$ cat src/hw/rtl/periodic_task_release_scheduler_assert.svh
// Assertion macros for the periodic task release scheduler.
// Used by the top level; needs clk and rst_n in scope.
`ifndef PERIODIC_TASK_RELEASE_SCHEDULER_ASSERT_SVH
`define PERIODIC_TASK_RELEASE_SCHEDULER_ASSERT_SVH

// Property checked on every clock edge, off while in reset.
`define PTRS_ASSERT(lbl, prop, msg) \
    lbl: assert property (@(posedge clk) disable iff (!rst_n) (prop)) else $error(msg);

// Condition that must never be seen on a clock edge outside reset.
`define PTRS_NEVER(lbl, cond, msg) \
    lbl: assert property (@(posedge clk) disable iff (!rst_n) !(cond)) else $error(msg);

`endif

$ cat src/hw/rtl/ptrs_pkg.sv
// Shared widths and command codes for the periodic task release scheduler.
// No dependencies.
package ptrs_pkg;

    localparam int CMD_W   = 2;
    localparam int SLOT_W  = 3;
    localparam int TICK_W  = 16;
    localparam int MASK_W  = 8;

    typedef logic [CMD_W-1:0]  cmd_t;
    typedef logic [TICK_W-1:0] tick_t;
    typedef logic [MASK_W-1:0] mask_t;

    localparam cmd_t CMD_TICK   = 2'd0;
    localparam cmd_t CMD_CREATE = 2'd1;
    localparam cmd_t CMD_MODIFY = 2'd2;

endpackage

$ cat src/hw/rtl/ptrs_if.sv
// Request and response channel interfaces of the task release scheduler.
// Depends on ptrs_pkg.
interface ptrs_req_if
    import ptrs_pkg::*;
    ();
    logic                valid;
    logic                ready;
    cmd_t                cmd;
    logic [SLOT_W-1:0]   slot;
    tick_t               period;
    tick_t               first_delay;
    logic                enabled;

    modport source (output valid, cmd, slot, period, first_delay, enabled, input ready);
    modport sink   (input valid, cmd, slot, period, first_delay, enabled, output ready);
endinterface

interface ptrs_rsp_if
    import ptrs_pkg::*;
    ();
    logic  valid;
    logic  ready;
    mask_t due_mask;
    tick_t tick_count;

    modport source (output valid, due_mask, tick_count, input ready);
    modport sink   (input valid, due_mask, tick_count, output ready);
endinterface

$ cat src/hw/rtl/periodic_task_release_scheduler.sv
// Create/modify go straight to S_DONE. A tick walks the slots in S_SCAN; a delayed slot
// counts its delay down, a disabled or zero-period slot is passed over, and any other slot
// goes through the modulo unit (S_DIV). One request at a time; a response waits in S_DONE.
// The single bit-serial modulo unit, shared across slots, sets the tick time.
// Reset (async, active low) clears tick counter and all slot tables; no clearing pass.
module periodic_task_release_scheduler
    import ptrs_pkg::*;
#(
    parameter int TASK_SLOTS = 8
) (
    input  logic      clk,
    input  logic      rst_n,
    ptrs_req_if.sink  req,
    ptrs_rsp_if.source rsp
);

`include "periodic_task_release_scheduler_assert.svh"

    localparam int IW = (TASK_SLOTS > 1) ? $clog2(TASK_SLOTS) : 1;
    localparam logic [IW-1:0] LAST_IDX = IW'(TASK_SLOTS - 1);

    localparam logic [1:0] S_IDLE = 2'd0;
    localparam logic [1:0] S_SCAN = 2'd1;
    localparam logic [1:0] S_DIV  = 2'd2;
    localparam logic [1:0] S_DONE = 2'd3;

    logic [1:0]    state_reg, state_next;
    logic [IW-1:0] idx_reg, idx_next;
    tick_t         tick_reg, tick_next;
    mask_t         mask_reg, mask_next;
    tick_t         rem_reg, rem_next;
    tick_t         divisor_reg, divisor_next;
    tick_t         dividend_reg, dividend_next;
    logic [3:0]    bit_reg, bit_next;

    tick_t         period_reg  [TASK_SLOTS];
    tick_t         period_next [TASK_SLOTS];
    tick_t         delay_reg   [TASK_SLOTS];
    tick_t         delay_next  [TASK_SLOTS];
    logic          en_reg      [TASK_SLOTS];
    logic          en_next     [TASK_SLOTS];

    logic          out_valid_reg, out_valid_next;
    mask_t         out_mask_reg, out_mask_next;
    tick_t         out_tick_reg, out_tick_next;

    logic          accept;
    logic          slot_ok;
    logic [IW-1:0] wr_idx;
    logic [TICK_W:0] trial;
    logic [TICK_W:0] trial_sub;
    tick_t         rem_step;
    logic          load_out;

    assign accept  = req.valid && req.ready;
    assign slot_ok = (32'(req.slot) < 32'(TASK_SLOTS));
    assign wr_idx  = IW'(req.slot);

    // one restoring step of tick % period
    assign trial     = {rem_reg, dividend_reg[TICK_W-1]};
    assign trial_sub = trial - {1'b0, divisor_reg};
    assign rem_step  = trial_sub[TICK_W] ? trial[TICK_W-1:0] : trial_sub[TICK_W-1:0];

    assign load_out  = (state_reg == S_DONE) && (!out_valid_reg || rsp.ready);

    assign req.ready      = (state_reg == S_IDLE);
    assign rsp.valid      = out_valid_reg;
    assign rsp.due_mask   = out_mask_reg;
    assign rsp.tick_count = out_tick_reg;

    always_comb
    begin
        state_next    = state_reg;
        idx_next      = idx_reg;
        tick_next     = tick_reg;
        mask_next     = mask_reg;
        rem_next      = rem_reg;
        divisor_next  = divisor_reg;
        dividend_next = dividend_reg;
        bit_next      = bit_reg;
        period_next   = period_reg;
        delay_next    = delay_reg;
        en_next       = en_reg;

        case (state_reg)
            S_IDLE:
            begin
                if (accept)
                begin
                    mask_next = '0;
                    idx_next  = '0;
                    state_next = S_DONE;
                    case (req.cmd)
                        CMD_TICK:
                        begin
                            tick_next  = tick_reg + 16'd1;
                            state_next = S_SCAN;
                        end
                        CMD_CREATE:
                        begin
                            if (slot_ok)
                            begin
                                period_next[wr_idx] = req.period;
                                delay_next[wr_idx]  = req.first_delay;
                                en_next[wr_idx]     = req.enabled;
                            end
                        end
                        CMD_MODIFY:
                        begin
                            if (slot_ok)
                            begin
                                period_next[wr_idx] = req.period;
                            end
                        end
                        default:
                        begin
                            state_next = S_DONE;
                        end
                    endcase
                end
            end
            S_SCAN:
            begin
                if (delay_reg[idx_reg] != '0)
                begin
                    delay_next[idx_reg] = delay_reg[idx_reg] - 16'd1;
                    state_next = (idx_reg == LAST_IDX) ? S_DONE : S_SCAN;
                    idx_next   = idx_reg + 1'b1;
                end
                else if (en_reg[idx_reg] && (period_reg[idx_reg] != '0))
                begin
                    rem_next      = '0;
                    divisor_next  = period_reg[idx_reg];
                    dividend_next = tick_reg;
                    bit_next      = 4'd15;
                    state_next    = S_DIV;
                end
                else
                begin
                    state_next = (idx_reg == LAST_IDX) ? S_DONE : S_SCAN;
                    idx_next   = idx_reg + 1'b1;
                end
            end
            S_DIV:
            begin
                rem_next      = rem_step;
                dividend_next = {dividend_reg[TICK_W-2:0], 1'b0};
                bit_next      = bit_reg - 4'd1;
                if (bit_reg == 4'd0)
                begin
                    // slots beyond the mask width shift out of the 8-bit result
                    if (rem_step == '0)
                    begin
                        mask_next = mask_reg | (mask_t'(1) << idx_reg);
                    end
                    state_next = (idx_reg == LAST_IDX) ? S_DONE : S_SCAN;
                    idx_next   = idx_reg + 1'b1;
                end
            end
            S_DONE:
            begin
                if (load_out)
                begin
                    state_next = S_IDLE;
                end
            end
            default:
            begin
                state_next = S_IDLE;
            end
        endcase
    end

    always_comb
    begin
        out_valid_next = out_valid_reg;
        out_mask_next  = out_mask_reg;
        out_tick_next  = out_tick_reg;
        if (out_valid_reg && rsp.ready)
        begin
            out_valid_next = 1'b0;
        end
        if (load_out)
        begin
            out_valid_next = 1'b1;
            out_mask_next  = mask_reg;
            out_tick_next  = tick_reg;
        end
    end

    always_ff @(posedge clk or negedge rst_n)
    begin
        if (!rst_n)
        begin
            state_reg     <= S_IDLE;
            idx_reg       <= '0;
            tick_reg      <= '0;
            out_valid_reg <= 1'b0;
            for (int i = 0; i < TASK_SLOTS; i++)
            begin
                period_reg[i] <= '0;
                delay_reg[i]  <= '0;
                en_reg[i]     <= 1'b0;
            end
        end
        else
        begin
            state_reg     <= state_next;
            idx_reg       <= idx_next;
            tick_reg      <= tick_next;
            out_valid_reg <= out_valid_next;
            period_reg    <= period_next;
            delay_reg     <= delay_next;
            en_reg        <= en_next;
        end
    end

    always_ff @(posedge clk)
    begin
        mask_reg     <= mask_next;
        rem_reg      <= rem_next;
        divisor_reg  <= divisor_next;
        dividend_reg <= dividend_next;
        bit_reg      <= bit_next;
        out_mask_reg <= out_mask_next;
        out_tick_reg <= out_tick_next;
    end

    `PTRS_ASSERT(a_tick_incr, (accept && (req.cmd == CMD_TICK)) |=> (tick_reg == 16'($past(tick_reg) + 16'd1)), "tick counter did not advance on tick request")
    `PTRS_ASSERT(a_tick_hold, (accept && (req.cmd != CMD_TICK)) |=> (tick_reg == $past(tick_reg)), "tick counter moved on a non-tick request")
    `PTRS_ASSERT(a_rem_bound, (state_reg == S_DIV) |-> ((divisor_reg != '0) && (rem_reg < divisor_reg)), "modulo remainder out of range")
    `PTRS_NEVER(a_load_clobber, load_out && out_valid_reg && !rsp.ready, "pending response overwritten")

endmodule
$ cat src/flat_wrapper.sv
// flat-port wrapper written by rule: the top's interface ports become plain ports
module periodic_task_release_scheduler_flat import ptrs_pkg::*;
#(
    parameter int TASK_SLOTS = 8
)
  (clk, rst_n, req_valid, req_cmd, req_slot, req_period, req_first_delay, req_enabled, req_ready, rsp_valid, rsp_due_mask, rsp_tick_count, rsp_ready);
  ptrs_req_if req_i ();
  ptrs_rsp_if rsp_i ();
  input  logic clk;
  input  logic rst_n;
  input wire logic [$bits(req_i.valid)-1:0] req_valid;
  input wire logic [$bits(req_i.cmd)-1:0] req_cmd;
  input wire logic [$bits(req_i.slot)-1:0] req_slot;
  input wire logic [$bits(req_i.period)-1:0] req_period;
  input wire logic [$bits(req_i.first_delay)-1:0] req_first_delay;
  input wire logic [$bits(req_i.enabled)-1:0] req_enabled;
  output wire logic [$bits(req_i.ready)-1:0] req_ready;
  output wire logic [$bits(rsp_i.valid)-1:0] rsp_valid;
  output wire logic [$bits(rsp_i.due_mask)-1:0] rsp_due_mask;
  output wire logic [$bits(rsp_i.tick_count)-1:0] rsp_tick_count;
  input wire logic [$bits(rsp_i.ready)-1:0] rsp_ready;
  assign req_i.valid = req_valid;
  assign req_i.cmd = req_cmd;
  assign req_i.slot = req_slot;
  assign req_i.period = req_period;
  assign req_i.first_delay = req_first_delay;
  assign req_i.enabled = req_enabled;
  assign req_ready = req_i.ready;
  assign rsp_valid = rsp_i.valid;
  assign rsp_due_mask = rsp_i.due_mask;
  assign rsp_tick_count = rsp_i.tick_count;
  assign rsp_i.ready = rsp_ready;
  periodic_task_release_scheduler #(.TASK_SLOTS(TASK_SLOTS)) u_core (.clk(clk), .rst_n(rst_n), .req(req_i), .rsp(rsp_i));
endmodule
$ cat config.mk
export PLATFORM = sky130hd
export DESIGN_NAME = periodic_task_release_scheduler_flat
export DESIGN_NICKNAME = d
export VERILOG_FILES = /design/src/hw/rtl/ptrs_pkg.sv /design/src/hw/rtl/ptrs_if.sv /design/src/hw/rtl/periodic_task_release_scheduler.sv /design/src/flat_wrapper.sv
export VERILOG_INCLUDE_DIRS = /design/src /design/src/hw/rtl
export SDC_FILE = /design/constraint.sdc
export NUM_CORES = 1
export LEC_CHECK = 0
export BUFFER_PORTS_ARGS = -buffer_cell sky130_fd_sc_hd__buf_2
export CAP_MARGIN = 30
export CORE_MARGIN = 10
export CORE_UTILIZATION = 28
export DETAILED_ROUTE_END_ITERATION = 8
export SYNTH_ARGS = -nofsm -noshare
export SYNTH_HDL_FRONTEND = slang
export SYNTH_SLANG_ARGS = --single-unit
$ cat constraint.sdc
create_clock -name clk -period 11.5 [get_ports clk]
set_clock_uncertainty 0.15 [all_clocks]
set_input_delay 2.3 -clock clk [delete_from_list [all_inputs] [get_ports clk]]
set_output_delay 2.3 -clock clk [all_outputs]
set_load 0.005 [all_outputs]
==> results.md, run 1 <==
- Peak supply drop: ~0.12 mV
- Pre-antenna DRT Iters: 5
- Worst Path Buf+Inv: 3
- CTS resizes: 0
- Die Y: 280 um
- CTS sink count: 370
- Max_slew headroom: a little over a third
- Largest family of logic cells by synthesized area: multiplexers
- Mux cell area share after synthesis: ~22%
- Initial antenna violation count: 8
- Worst reg-to-reg setup slack: about 6 ns
- Data required, critical path: 11.80 ns
- Iter 0 DRT Violations: between 1000 and 1500
- Final ANT Viol Nets: 0
- Max incr delay on CP: 0.86 ns
- Clk pin slew, worst setup/hold paths: roughly 0.06 ns
- Area grow syn2layout: 14.6%
- Max frequency: around 180 MHz
- Max cap viols: 0
- Yosys warning count: 0
- DRC: 0
- Overflow after GRT: 0
- Stages on the worst setup path: 12
- Adder-Cell Fraction of Synth Area: under 10%
- Layout cells sized above 1: 31.3%
- Area of the multi-input gates: around 8700 um2
- CTS tree: yes
- Main synth FF type: dfrtp_1
- Tot Pwr: about 6.0 mW
- Cells on worst reg2reg path: 12
- Setup crit end kind: flip-flop
- XOR/XNOR Fraction of Synth Area: 1.92%
- WL/cell: ~22 um
- Post-DP HPWL: about 34000 um
- Post-CTS Hold Fix Bufs: 0
- Post-Syn Nets: ~1600
- Final nets: about 1700
- Tcrit/Tclk final: 47.7%
- Pwr/cell area: ~270 nW/um2
- DR vias/cell: ~5.4
- Number of global-route vias before repair: approximately 14000
- DR vias: around 13000
- Hold Path Class: reg -> reg
- Synth Area in Compound Gates: about 11%
- Highest-delay cell along the critical path: nor2b_1
- # H-tree levels: 2
- Worst-Margin Slew: just under 1 ns
- RSZ-0062 raised after global routing: false
- Worst-Skew Late Latency: approximately 0.56 ns
- Largest net degree at the start of global routing: between 70 and 80
- Die X: 280 um
- Seq cells post-synth: 370
- Post-CTS Setup Bufs: 0
- Synthesized-area fraction occupied by and/or/nand/nor cells: under 10%
- Synth Area per Inst: approximately 12 um2
- Async SR Flop Fraction: 77.3%
- Yosys cell types: 84
- Crit Path Class: reg -> reg
- Critical path startpoint category: flip-flop
- Initial core utilization: approximately 28%
- Setup violators final: 0
- Die ar.: approximately 79000 um2
- Max clock buf depth: 3
- Crit path cell chain: buf_4 > nor2b_1 > a221o_1 > a221o_1 > inv_1 > ha_1 > nand3_1 > nor3_4 > a31oi_4 > buf_4 > nand2_2 > mux2_1
- Setup tns final: 0 ns
- DRT Wirelength: roughly 55000 um
- Crit-path leading delay family: simple AND/OR/NAND/NOR gates
- Global-route usage over all layers: between 10% and 20%
- Worst endpoint data arrival time: 5.78 ns
- Post-synth EDFFs: 84
- I/O Buffers: between 60 and 70
- RD Place Congestion: 0.865
- Post-Syn Area: 19000 um2
- Count of final hold-check violations: 0
- First-pass GRT wire length: between 80000 and 90000 um
- Pins Over Slew Limit: 0
- Sequential Area: 9690 um2
- FILL cells: ~6600
- Post-Syn Instances: 1525
- I/O pins: just under 70
- Rows: 95
- Final min period: about 5.5 ns
- Post-synthesis sequential area ratio: between 50% and 60%
- Root Driver: clkbuf_16
- Leak: between 9 and 10 nW
- Min-Delay Path Depth: 0
- Total CTS buffers: 42
- CP max FO: 66
- CORE AREA: 67200 um2
- Status: finished clean
-- layer usage --
layer | track usage (%) | share of wire [%]
met1 | 18.6 | 44
met2 | 21.7 | 46
met3 | 2.81 | 7.5
met4 | 4.09 | 2.3
met5 | 0 | 0.11
-- worst paths after layout --
kind / from / endpoint
max reg2reg: u_core.idx_reg[2]$_DFFE_PN0P_ / u_core.delay_reg[110]$_DFFE_PN0P_
min in group asynchronous: rst_n / u_core.period_reg[112]$_DFFE_PN0P_
min: u_core.tick_reg[14]$_DFFE_PN0P_ / u_core.rsp.tick_count[14]$_DFFE_PP_
min reg2reg: u_core.tick_reg[14]$_DFFE_PN0P_ / u_core.rsp.tick_count[14]$_DFFE_PP_
max: u_core.idx_reg[2]$_DFFE_PN0P_ / u_core.delay_reg[110]$_DFFE_PN0P_
max in group asynchronous: rst_n / u_core.delay_reg[29]$_DFFE_PN0P_
-- stage by stage --
stage	util, %	setup WS [ns]	std cells	hold slack (ns)	instance area [um2]
5_1_grt	32.4	5.71	2490	0.305	21800
3_5_place_dp	30.2	6.04	2414	0.280	20300
3_3_place_gp	30.1	6.01	2411	0.287	20200
2_1_floorplan	-	6.96	1525	0.275	19000
6_report	32.4	6.02	2492	0.292	21800
4_1_cts	32.3	6.03	2487	0.293	21700
-- Yosys cell counts, drive strengths merged, types with 4 or more instances --
library cell	n	area (um2)
nand2b	12	75.1
nand3b	11	82.6
xnor2	27	251
a22oi	8	60.1
buf	40	284
a221oi	19	179
clkbuf	48	180
nor2	43	161
inv	38	143
or3b	4	35.0
nor2b	17	106
and3	8	50.1
o221ai	5	43.8
or3	6	37.5
nor3	10	61.3
mux2	288	3280
edfxtp	84	2520
o22ai	117	732
and2	10	62.6
mux2i	32	320
a21boi	8	60.1
mux4	26	586
o21ai	47	246
a221o	4	40.0
xor2	12	113
dfrtp	286	7160
o211ai	7	57.6
nand2	114	467
nor3b	9	67.6
and3b	6	52.6
ha	31	388
nand4	10	62.6
o211a	5	50.1
nand3	29	145
a21oi	23	115
a31oi	6	52.6
nor4	11	68.8
a22o	20	175
o21a	6	45.0
-- placed cells by master, fill, tap and decap left out, types with 31 or more instances in the layout --
| cell type | instances |
|---|---|
| dfrtp_1 | 283 |
| mux2_2 | 265 |
| o22ai_1 | 117 |
| nand2_1 | 106 |
| edfxtp_1 | 84 |
| buf_2 | 66 |
| o21ai_0 | 44 |
| clkbuf_16 | 43 |
| inv_1 | 37 |
| nor2_1 | 37 |
| buf_4 | 35 |
| mux2i_1 | 32 |
| ha_1 | 31 |
-- layout make-up --
class / count / area share (%)
Timing Repair Buffer: 107 / 3.43
Inverter: 39 / 0.673
Antenna cell: 2 / 0.0230
Clock buffer: 64 / 5.81
Tap cell: 873 / 5.02
Clock inverter: 9 / 0.449
Sequential cell: 370 / 44.5
Multi-Input combinational cell: 1028 / 40.1
-- power breakdown --
group / total [mW] / internal [mW] / switching, mW
combinational: 2.51 / 0.994 / 1.51
sequential: 2.12 / 1.84 / 0.277
clock: 1.33 / 0.799 / 0.535
total: 5.96 / 3.64 / 2.33
-- cells by family (layout without fill, tap and decap cells) --
kind of cell / count (synthesis) / count (layout)
DFF: 370 / 370
muxes: 346 / 346
and+or+nand+nor: 310 / 310
AOI/OAI and AO/OA: 301 / 301
buffers and inverters: 127 / 219
xor gates and xnor gates: 39 / 39
adders and majority gates: 32 / 32
other: 0 / 2
No activity file was read; power rests on OpenSTA's default activity.
==> inputs of run 2 (changes only) <==
- ABC_AREA: default -> 1
- clock period: 11.5 -> 4.75 ns (I/O delays scaled with it)
==> results.md, run 2 <==
- Pins Over Slew Limit: 0 (unchanged)
- Worst Path Buf+Inv: 2 (-1)
- Die Y: 286 um (+2.1%)
- Max_slew headroom: 40.4% (+5.4 points)
- First-pass GRT wire length: 97100 um (+15%)
- Tcrit/Tclk final: 83.3% (+36 points)
- Iter 0 DRT Violations: 1702 (+44%)
- Post-CTS Setup Bufs: 0 (unchanged)
- Leak: 11.2 nW (+21%)
- Adder-Cell Fraction of Synth Area: 2.05% (-0.096 points)
- Max frequency: 253 MHz (+38%)
- Highest-delay cell along the critical path: a21oi_1
- DRC: 0 (unchanged)
- Most instantiated cells after synthesis: nand2_1, dfrtp_1, o21ai_0, inv_1, nor2_1
- Yosys cell types: 40 (-52%)
- Synth Area per Inst: 7.50 um2 (-40%)
- Max incr delay on CP: 0.61 ns (-0.25 ns)
- I/O Buffers: 67 (unchanged)
- Peak supply drop: 0.354 mV (+190%)
- CP max FO: 12 (-82%)
- Worst-Margin Slew: 0.892 ns (-0.0804 ns)
- Crit path cell chain: inv_1 > ha_1 > fa_1 > inv_1 > nand2_1 > nand2_1 > nand3_1 > nand2_1 > nand2_1 > nand3_1 > nand2_1 > nand2_1 > nand2_1 > nor2_1 > nand2_1 > nor2_1 > nand2_1 > a21oi_1
- Hold Path Class: in -> async
- Crit Path Class: reg -> reg
- Clk pin slew, worst setup/hold paths: 0.06 ns (about the same)
- Total CTS buffers: 43 (+2.4%)
- Largest family of logic cells by synthesized area: simple AND/OR/NAND/NOR gates
- Root Driver: clkbuf_16
- Setup WS pre-CTS: 0.793 ns (-5.25 ns)
- FILL cells: 7567 (+14%)
- Switching pwr: 6.83 mW (+190%)
- Post-CTS Hold Fix Bufs: 0 (unchanged)
- Gate power share: 43.9% (+1.8 points)
- Seq cells post-synth: 370 (unchanged)
- Main synth FF type: dfrtp_1
- Post-DP HPWL: 43200 um (+25%)
- Post-synth EDFFs: 84 (unchanged)
- Setup WS post-layout: 0.792 ns (-5.23 ns)
- Most frequent cells in the layout: nand2_1, dfrtp_1, o21ai_0
- CTS tree: yes
- # H-tree levels: 2 (unchanged)
- Die X: 286 um (+2.1%)
- Yosys warning count: 0 (unchanged)
- I/O pins: 68 (unchanged)
- Setup tns final: 0 ns (unchanged)
- CP most frequent cell: nand2_1
- Post-Syn Nets: 2723 (+70%)
- Async SR Flop Fraction: 77.3% (unchanged)
- Switching part of the total: 44.9% (+5.9 points)
- Critical path startpoint category: flip-flop
- Setup crit end kind: flip-flop
- Int Power: 8.40 mW (+130%)
- Most numerous cell in the Yosys netlist: nand2_1
- Final ANT Viol Nets: 0 (unchanged)
- Max cap viols: 0 (unchanged)
- Data required, critical path: 4.81 ns (-6.99 ns)
- Synth top area share: 36.0% (-1.7 points)
- CORE AREA: 70100 um2 (+4.5%)
- Rows: 97 (+2.1%)
- WL/cell: 17.2 um (-22%)
- Initial antenna violation count: 3 (-5)
- CTS sink count: 370 (unchanged)
- DRT Wirelength: 63200 um (+16%)
- Worst endpoint data arrival time: 4.02 ns (-1.76 ns)
- CTS resizes: 0 (unchanged)
- Final min period: 3.96 ns (-1.52 ns)
- Post-synthesis sequential area ratio: 48.7% (-2.3 points)
- Clock group share of total power: 22.1% (-0.3 points)
- Overflow after GRT: 0 (unchanged)
- Top cell type by total area after synthesis: dfrtp_1
- Die ar.: 82100 um2 (+4.3%)
- Mux cell area share after synthesis: 0% (-22 points)
- Synth Area in Compound Gates: 11.5% (+0.51 points)
- Global-route usage over all layers: 14.9% (+1.3 points)
- Area grow syn2layout: 14.4%
- Max clock buf depth: 3 (unchanged)
- Pre-antenna DRT Iters: 7 (+2)
- Largest net degree at the start of global routing: 93 (+21%)
- Status: finished clean
- RD Place Congestion: 0.971 (+12%)
- Post-Syn Area: 19900 um2 (+4.7%)
- Initial core utilization: 28.3% (+0.059 points)
- RSZ-0062 raised after global routing: false
- Number of global-route vias before repair: 16300 (+20%)
- Synthesized-area fraction occupied by and/or/nand/nor cells: 29.2% (+21 points)
- XOR/XNOR Fraction of Synth Area: 1.06% (-0.86 points)
- Worst-Skew Late Latency: 0.59 ns (+0.03 ns)
- Commonest non-fill, non-tap cell in the layout: nand2_1
- Crit-path leading delay family: simple AND/OR/NAND/NOR gates
- DR vias: 17600 (+32%)
- Flop pwr share: 33.9% (-1.7 points)
- DR vias/cell: 4.79 (-11%)
- Final nets: 2775 (+67%)
- Count of final hold-check violations: 0 (unchanged)
- Layout cells sized above 1: 8.12% (-23 points)
- Pwr/cell area: 670 nW/um2 (+140%)
- Post-Syn Instances: 2649 (+74%)
- Top cells by area, synth: dfrtp_1, nand2_1, edfxtp_1, o21ai_0, inv_1
- Setup violators final: 0 (unchanged)
[run 2: layer usage]
| layer | share of wire, % | global-route usage, % |
|---|---|---|
| met5 | 0.044 | 0 |
| met1 | 45 | 21.0 |
| met2 | 44 | 22.8 |
| met3 | 8.4 | 2.78 |
| met4 | 3.0 | 5.01 |
[run 2: area by class of cell]
| cell class | instances | area, um2 | share of cell area [%] |
|---|---|---|---|
| sequential | 370 | 9680 | 42.6 |
| multi-input combinational | 1927 | 8750 | 38.5 |
| tap | 940 | 1180 | 5.17 |
| clock buffer | 56 | 1160 | 5.12 |
| inverter | 246 | 923 | 4.06 |
| timing repair buffer | 113 | 786 | 3.45 |
| clock inverter | 22 | 258 | 1.13 |
| antenna | 1 | 2.50 | 0.0110 |
[run 2: worst paths after layout]
kind | from | end | slack [ns] | depth (start not counted)
setup / recovery | u_core.dividend_reg[15]$_DFFE_PP_ | u_core.mask_reg[3]$_SDFFCE_PN0P_ | 0.79 | 18
hold / removal | rst_n | u_core.tick_reg[5]$_DFFE_PN0P_ | 0.25 | 1
setup reg to reg | u_core.dividend_reg[15]$_DFFE_PP_ | u_core.mask_reg[3]$_SDFFCE_PN0P_ | 0.79 | 18
hold reg to reg | u_core.tick_reg[10]$_DFFE_PN0P_ | u_core.rsp.tick_count[10]$_DFFE_PP_ | 0.30 | 0
max in group asynchronous | rst_n | u_core.period_reg[42]$_DFFE_PN0P_ | 3.12 | 2
min in group clk | u_core.tick_reg[10]$_DFFE_PN0P_ | u_core.rsp.tick_count[10]$_DFFE_PP_ | 0.30 | 0
[run 2: logic make-up after synthesis]
logic type,Yosys count
flip-flops,370
buffers and inverters,352
AND/OR/NAND/NOR,1444
XOR/XNOR,24
adder cells (fa/ha/maj),32
AO/OA/AOI/OAI,427
[run 2: power by group through the flow]
stage,sequential (mW),combinational [mW],clock (mW)
floorplan,5.03,4.45,0
global placement,5.20,6.50,0
detailed placement,5.21,6.54,0
CTS,5.17,6.58,3.43
global route,5.29,7.39,3.57
finish,5.17,6.69,3.37
[run 2: worst register-to-register path: stages, from the launching register on]
cell and delay [ns]:
edfxtp_1 0.36, inv_1 0.05, ha_1 0.23, fa_1 0.47, inv_1 0.12, nand2_1 0.06, nand2_1 0.07, nand3_1 0.09
nand2_1 0.12, nand2_1 0.10, nand3_1 0.20, nand2_1 0.34, nand2_1 0.20, nand2_1 0.09, nor2_1 0.10, nand2_1 0.06
nor2_1 0.10, nand2_1 0.07, a21oi_1 0.61
[run 2: stage by stage]
stage | power [mW] | cells | hold WS [ns] | utilization (%) | area (um2)
CTS | 15.2 | 3673 | 0.272 | 32.4 | 22700
finish | 15.2 | 3675 | 0.249 | 32.4 | 22700
detailed placement | 11.8 | 3595 | 0.289 | 30.4 | 21300
global placement | 11.7 | 3593 | 0.278 | 30.3 | 21200
floorplan | 9.48 | 2649 | 0.275 | - | 19900
global route | 16.3 | 3674 | 0.307 | 32.4 | 22700
==> inputs of run 3 (changes only) <==
- clock period: 4.75 -> 3.48 ns (I/O delays scaled with it)
==> results.md, run 3 (synthesis gave the netlist of run 2 again) <==
- Status: finished clean
- Iter 0 DRT Violations: 1676 (-1.5%)
- Sequential Area: 9680 um2 (about the same)
- Crit Path Class: reg -> reg
- Final ANT Viol Nets: 0 (unchanged)
- Final nets: 2827 (+1.9%)
- WL/cell: 17.1 um (-0.38%)
- Number of global-route vias before repair: 16700 (+2.7%)
- Root Driver: clkbuf_16
- Pre-antenna DRT Iters: 5 (-2)
- Global-route usage over all layers: 15.2% (+0.27 points)
- Max cap viols: 0 (unchanged)
- Leak: 11.5 nW (+2.6%)
- CP most frequent cell: nand2_1
- DR vias/cell: 4.80 (+0.34%)
- DRT Wirelength: 63900 um (+1.1%)
- Count of final hold-check violations: 0 (unchanged)
- DR vias: 17900 (+1.8%)
- CP max FO: 14 (+2)
- Die Y: 286 um (unchanged)
- Hold Path Class: in -> reg
- First-pass GRT wire length: 99200 um (+2.2%)
- Post-DP HPWL: 44800 um (+3.7%)
- Tot Pwr: 21.2 mW (+39%)
- Largest net degree at the start of global routing: 70 (-25%)
- Tcrit/Tclk final: 95.2% (+12 points)
- Max incr delay on CP: 0.50 ns (-0.11 ns)
- Crit path cell chain: inv_2 > nor2_1 > nand2_1 > nand4_1 > or2_1 > inv_1 > ha_1 > nand3_1 > nor2_2 > nand2_1 > inv_1 > nand3_1 > nand3_1 > nand2_1 > nand2_1 > nand2_1
- Commonest non-fill, non-tap cell in the layout: nand2_1
- Setup violators final: 0 (unchanged)
- Max clock buf depth: 3 (unchanged)
- Setup tns final: 0 ns (unchanged)
- I/O pins: 68 (unchanged)
- Clk pin slew, worst setup/hold paths: 0.07 ns (about the same)
- Area grow syn2layout: 17.1%
- CORE AREA: 70100 um2 (unchanged)
- Data required, critical path: 3.80 ns (-1.01 ns)
- CTS sink count: 370 (unchanged)
- Initial antenna violation count: 5 (+2)
- Peak supply drop: 0.398 mV (+12%)
- Die X: 286 um (unchanged)
- Highest-delay cell along the critical path: dfrtp_4
- Worst endpoint data arrival time: 3.63 ns (-0.39 ns)
- # H-tree levels: 2 (unchanged)
- Most frequent cells in the layout: nand2_1, dfrtp_1, o21ai_0
- Die ar.: 82100 um2 (unchanged)
- Crit-path leading delay family: simple AND/OR/NAND/NOR gates
- Final min period: 3.31 ns (-0.646 ns)
- CTS tree: yes
- Worst-Skew Late Latency: 0.60 ns (about the same)
- Max frequency: 302 MHz (+20%)
- Worst-Margin Slew: 0.716 ns (-0.176 ns)
- Rows: 97 (unchanged)
- Overflow after GRT: 0 (unchanged)
- FILL cells: 7504 (-0.83%)
- Worst Path Buf+Inv: 3 (+1)
- I/O Buffers: 67 (unchanged)
- Layout cells sized above 1: 10.5% (+2.4 points)
- Critical path startpoint category: flip-flop
- Total CTS buffers: 43 (unchanged)
- Setup crit end kind: flip-flop
- RD Place Congestion: 0.949 (-2.2%)
- Pins Over Slew Limit: 0 (unchanged)
- Max_slew headroom: 52.1% (+12 points)
- DRC: 0 (unchanged)
- Area of the multi-input gates: 8810 um2 (+0.63%)
- Pwr/cell area: 911 nW/um2 (+36%)
- Initial core utilization: 28.3% (unchanged)
## run 3: cell count changes in the layout (fill, tap and decap cells not counted), sizes merged
cell,change
buf,+52
clkbuf,-1
clkinv,+1
dlygate4sd3,+1
inv,+1
## run 3: final timing paths
path                                            startpoint                                  end  slack, ns  cells after the start
max in group asynchronous                            rst_n    u_core.period_reg[37]$_DFFE_PN0P_       1.81                      3
setup / recovery             u_core.idx_reg[0]$_DFFE_PN0P_     u_core.delay_reg[46]$_DFFE_PN0P_       0.17                     16
min in group asynchronous                            rst_n     u_core.delay_reg[14]$_DFFE_PN0P_       0.53                      2
hold reg to reg            u_core.tick_reg[14]$_DFFE_PN0P_  u_core.rsp.tick_count[14]$_DFFE_PP_       0.30                      0
setup reg to reg             u_core.idx_reg[0]$_DFFE_PN0P_     u_core.delay_reg[46]$_DFFE_PN0P_       0.17                     16
hold / removal                               req_period[1]    u_core.period_reg[33]$_DFFE_PN0P_       0.17                      3
## run 3: power breakdown
| group | switching (mW) | leakage, nW | internal, mW |
|---|---|---|---|
| sequential | 0.839 | 4.49 | 6.23 |
| combinational | 6.51 | 6.33 | 2.88 |
| clock | 1.97 | 0.723 | 2.77 |
## run 3: through the flow
stage | utilization (%) | hold WS, ns | instances | setup WS (ns) | instance area (um2)
3_5_place_dp | 30.9 | 0.286 | 3646 | 0.00148 | 21700
3_3_place_gp | 30.9 | 0.279 | 3644 | 0.0553 | 21700
4_1_cts | 33.1 | 0.151 | 3727 | 0.0514 | 23200
2_1_floorplan | - | 0.250 | 2649 | 0.172 | 19900
6_report | 33.2 | 0.174 | 3729 | 0.168 | 23300
5_1_grt | 33.2 | 0.173 | 3729 | -0.00708 | 23300
## run 3: tightest hold or removal path, stage by stage
cell and delay [ns]:
buf_2 0.09, nand2_1 0.04, o21ai_0 0.06
## run 3: repair_timing
| action | in CTS | in global routing |
|---|---|---|
| resized for setup | 1 | 17 |
| endpoints found under the setup margin | 8 | 170 |
| buffers inserted | 0 | 1 |
| pin swaps | 0 | 1 |
| hold buffers | 1 | 0 |
| hold endpoints to repair | 52 | 0 |
## run 3: cell type report
type | instances | area share, %
Timing Repair Buffer | 165 | 5.15
Tap cell | 940 | 5.05
Clock inverter | 24 | 1.20
Multi-Input combinational cell | 1927 | 37.8
Antenna cell | 1 | 0.0107
Inverter | 246 | 3.97
Sequential cell | 370 | 41.6
Clock buffer | 56 | 5.18
## run 3: metal layers
layer | wire length (um) | global-route usage (%) | vias to the layer above
met5 | 46 | 0 | -
met4 | 1860 | 5.11 | 8
met3 | 5180 | 2.88 | 128
met2 | 27800 | 23.4 | 686
met1 | 29000 | 21.2 | 8386
li1 | - | - | 8699
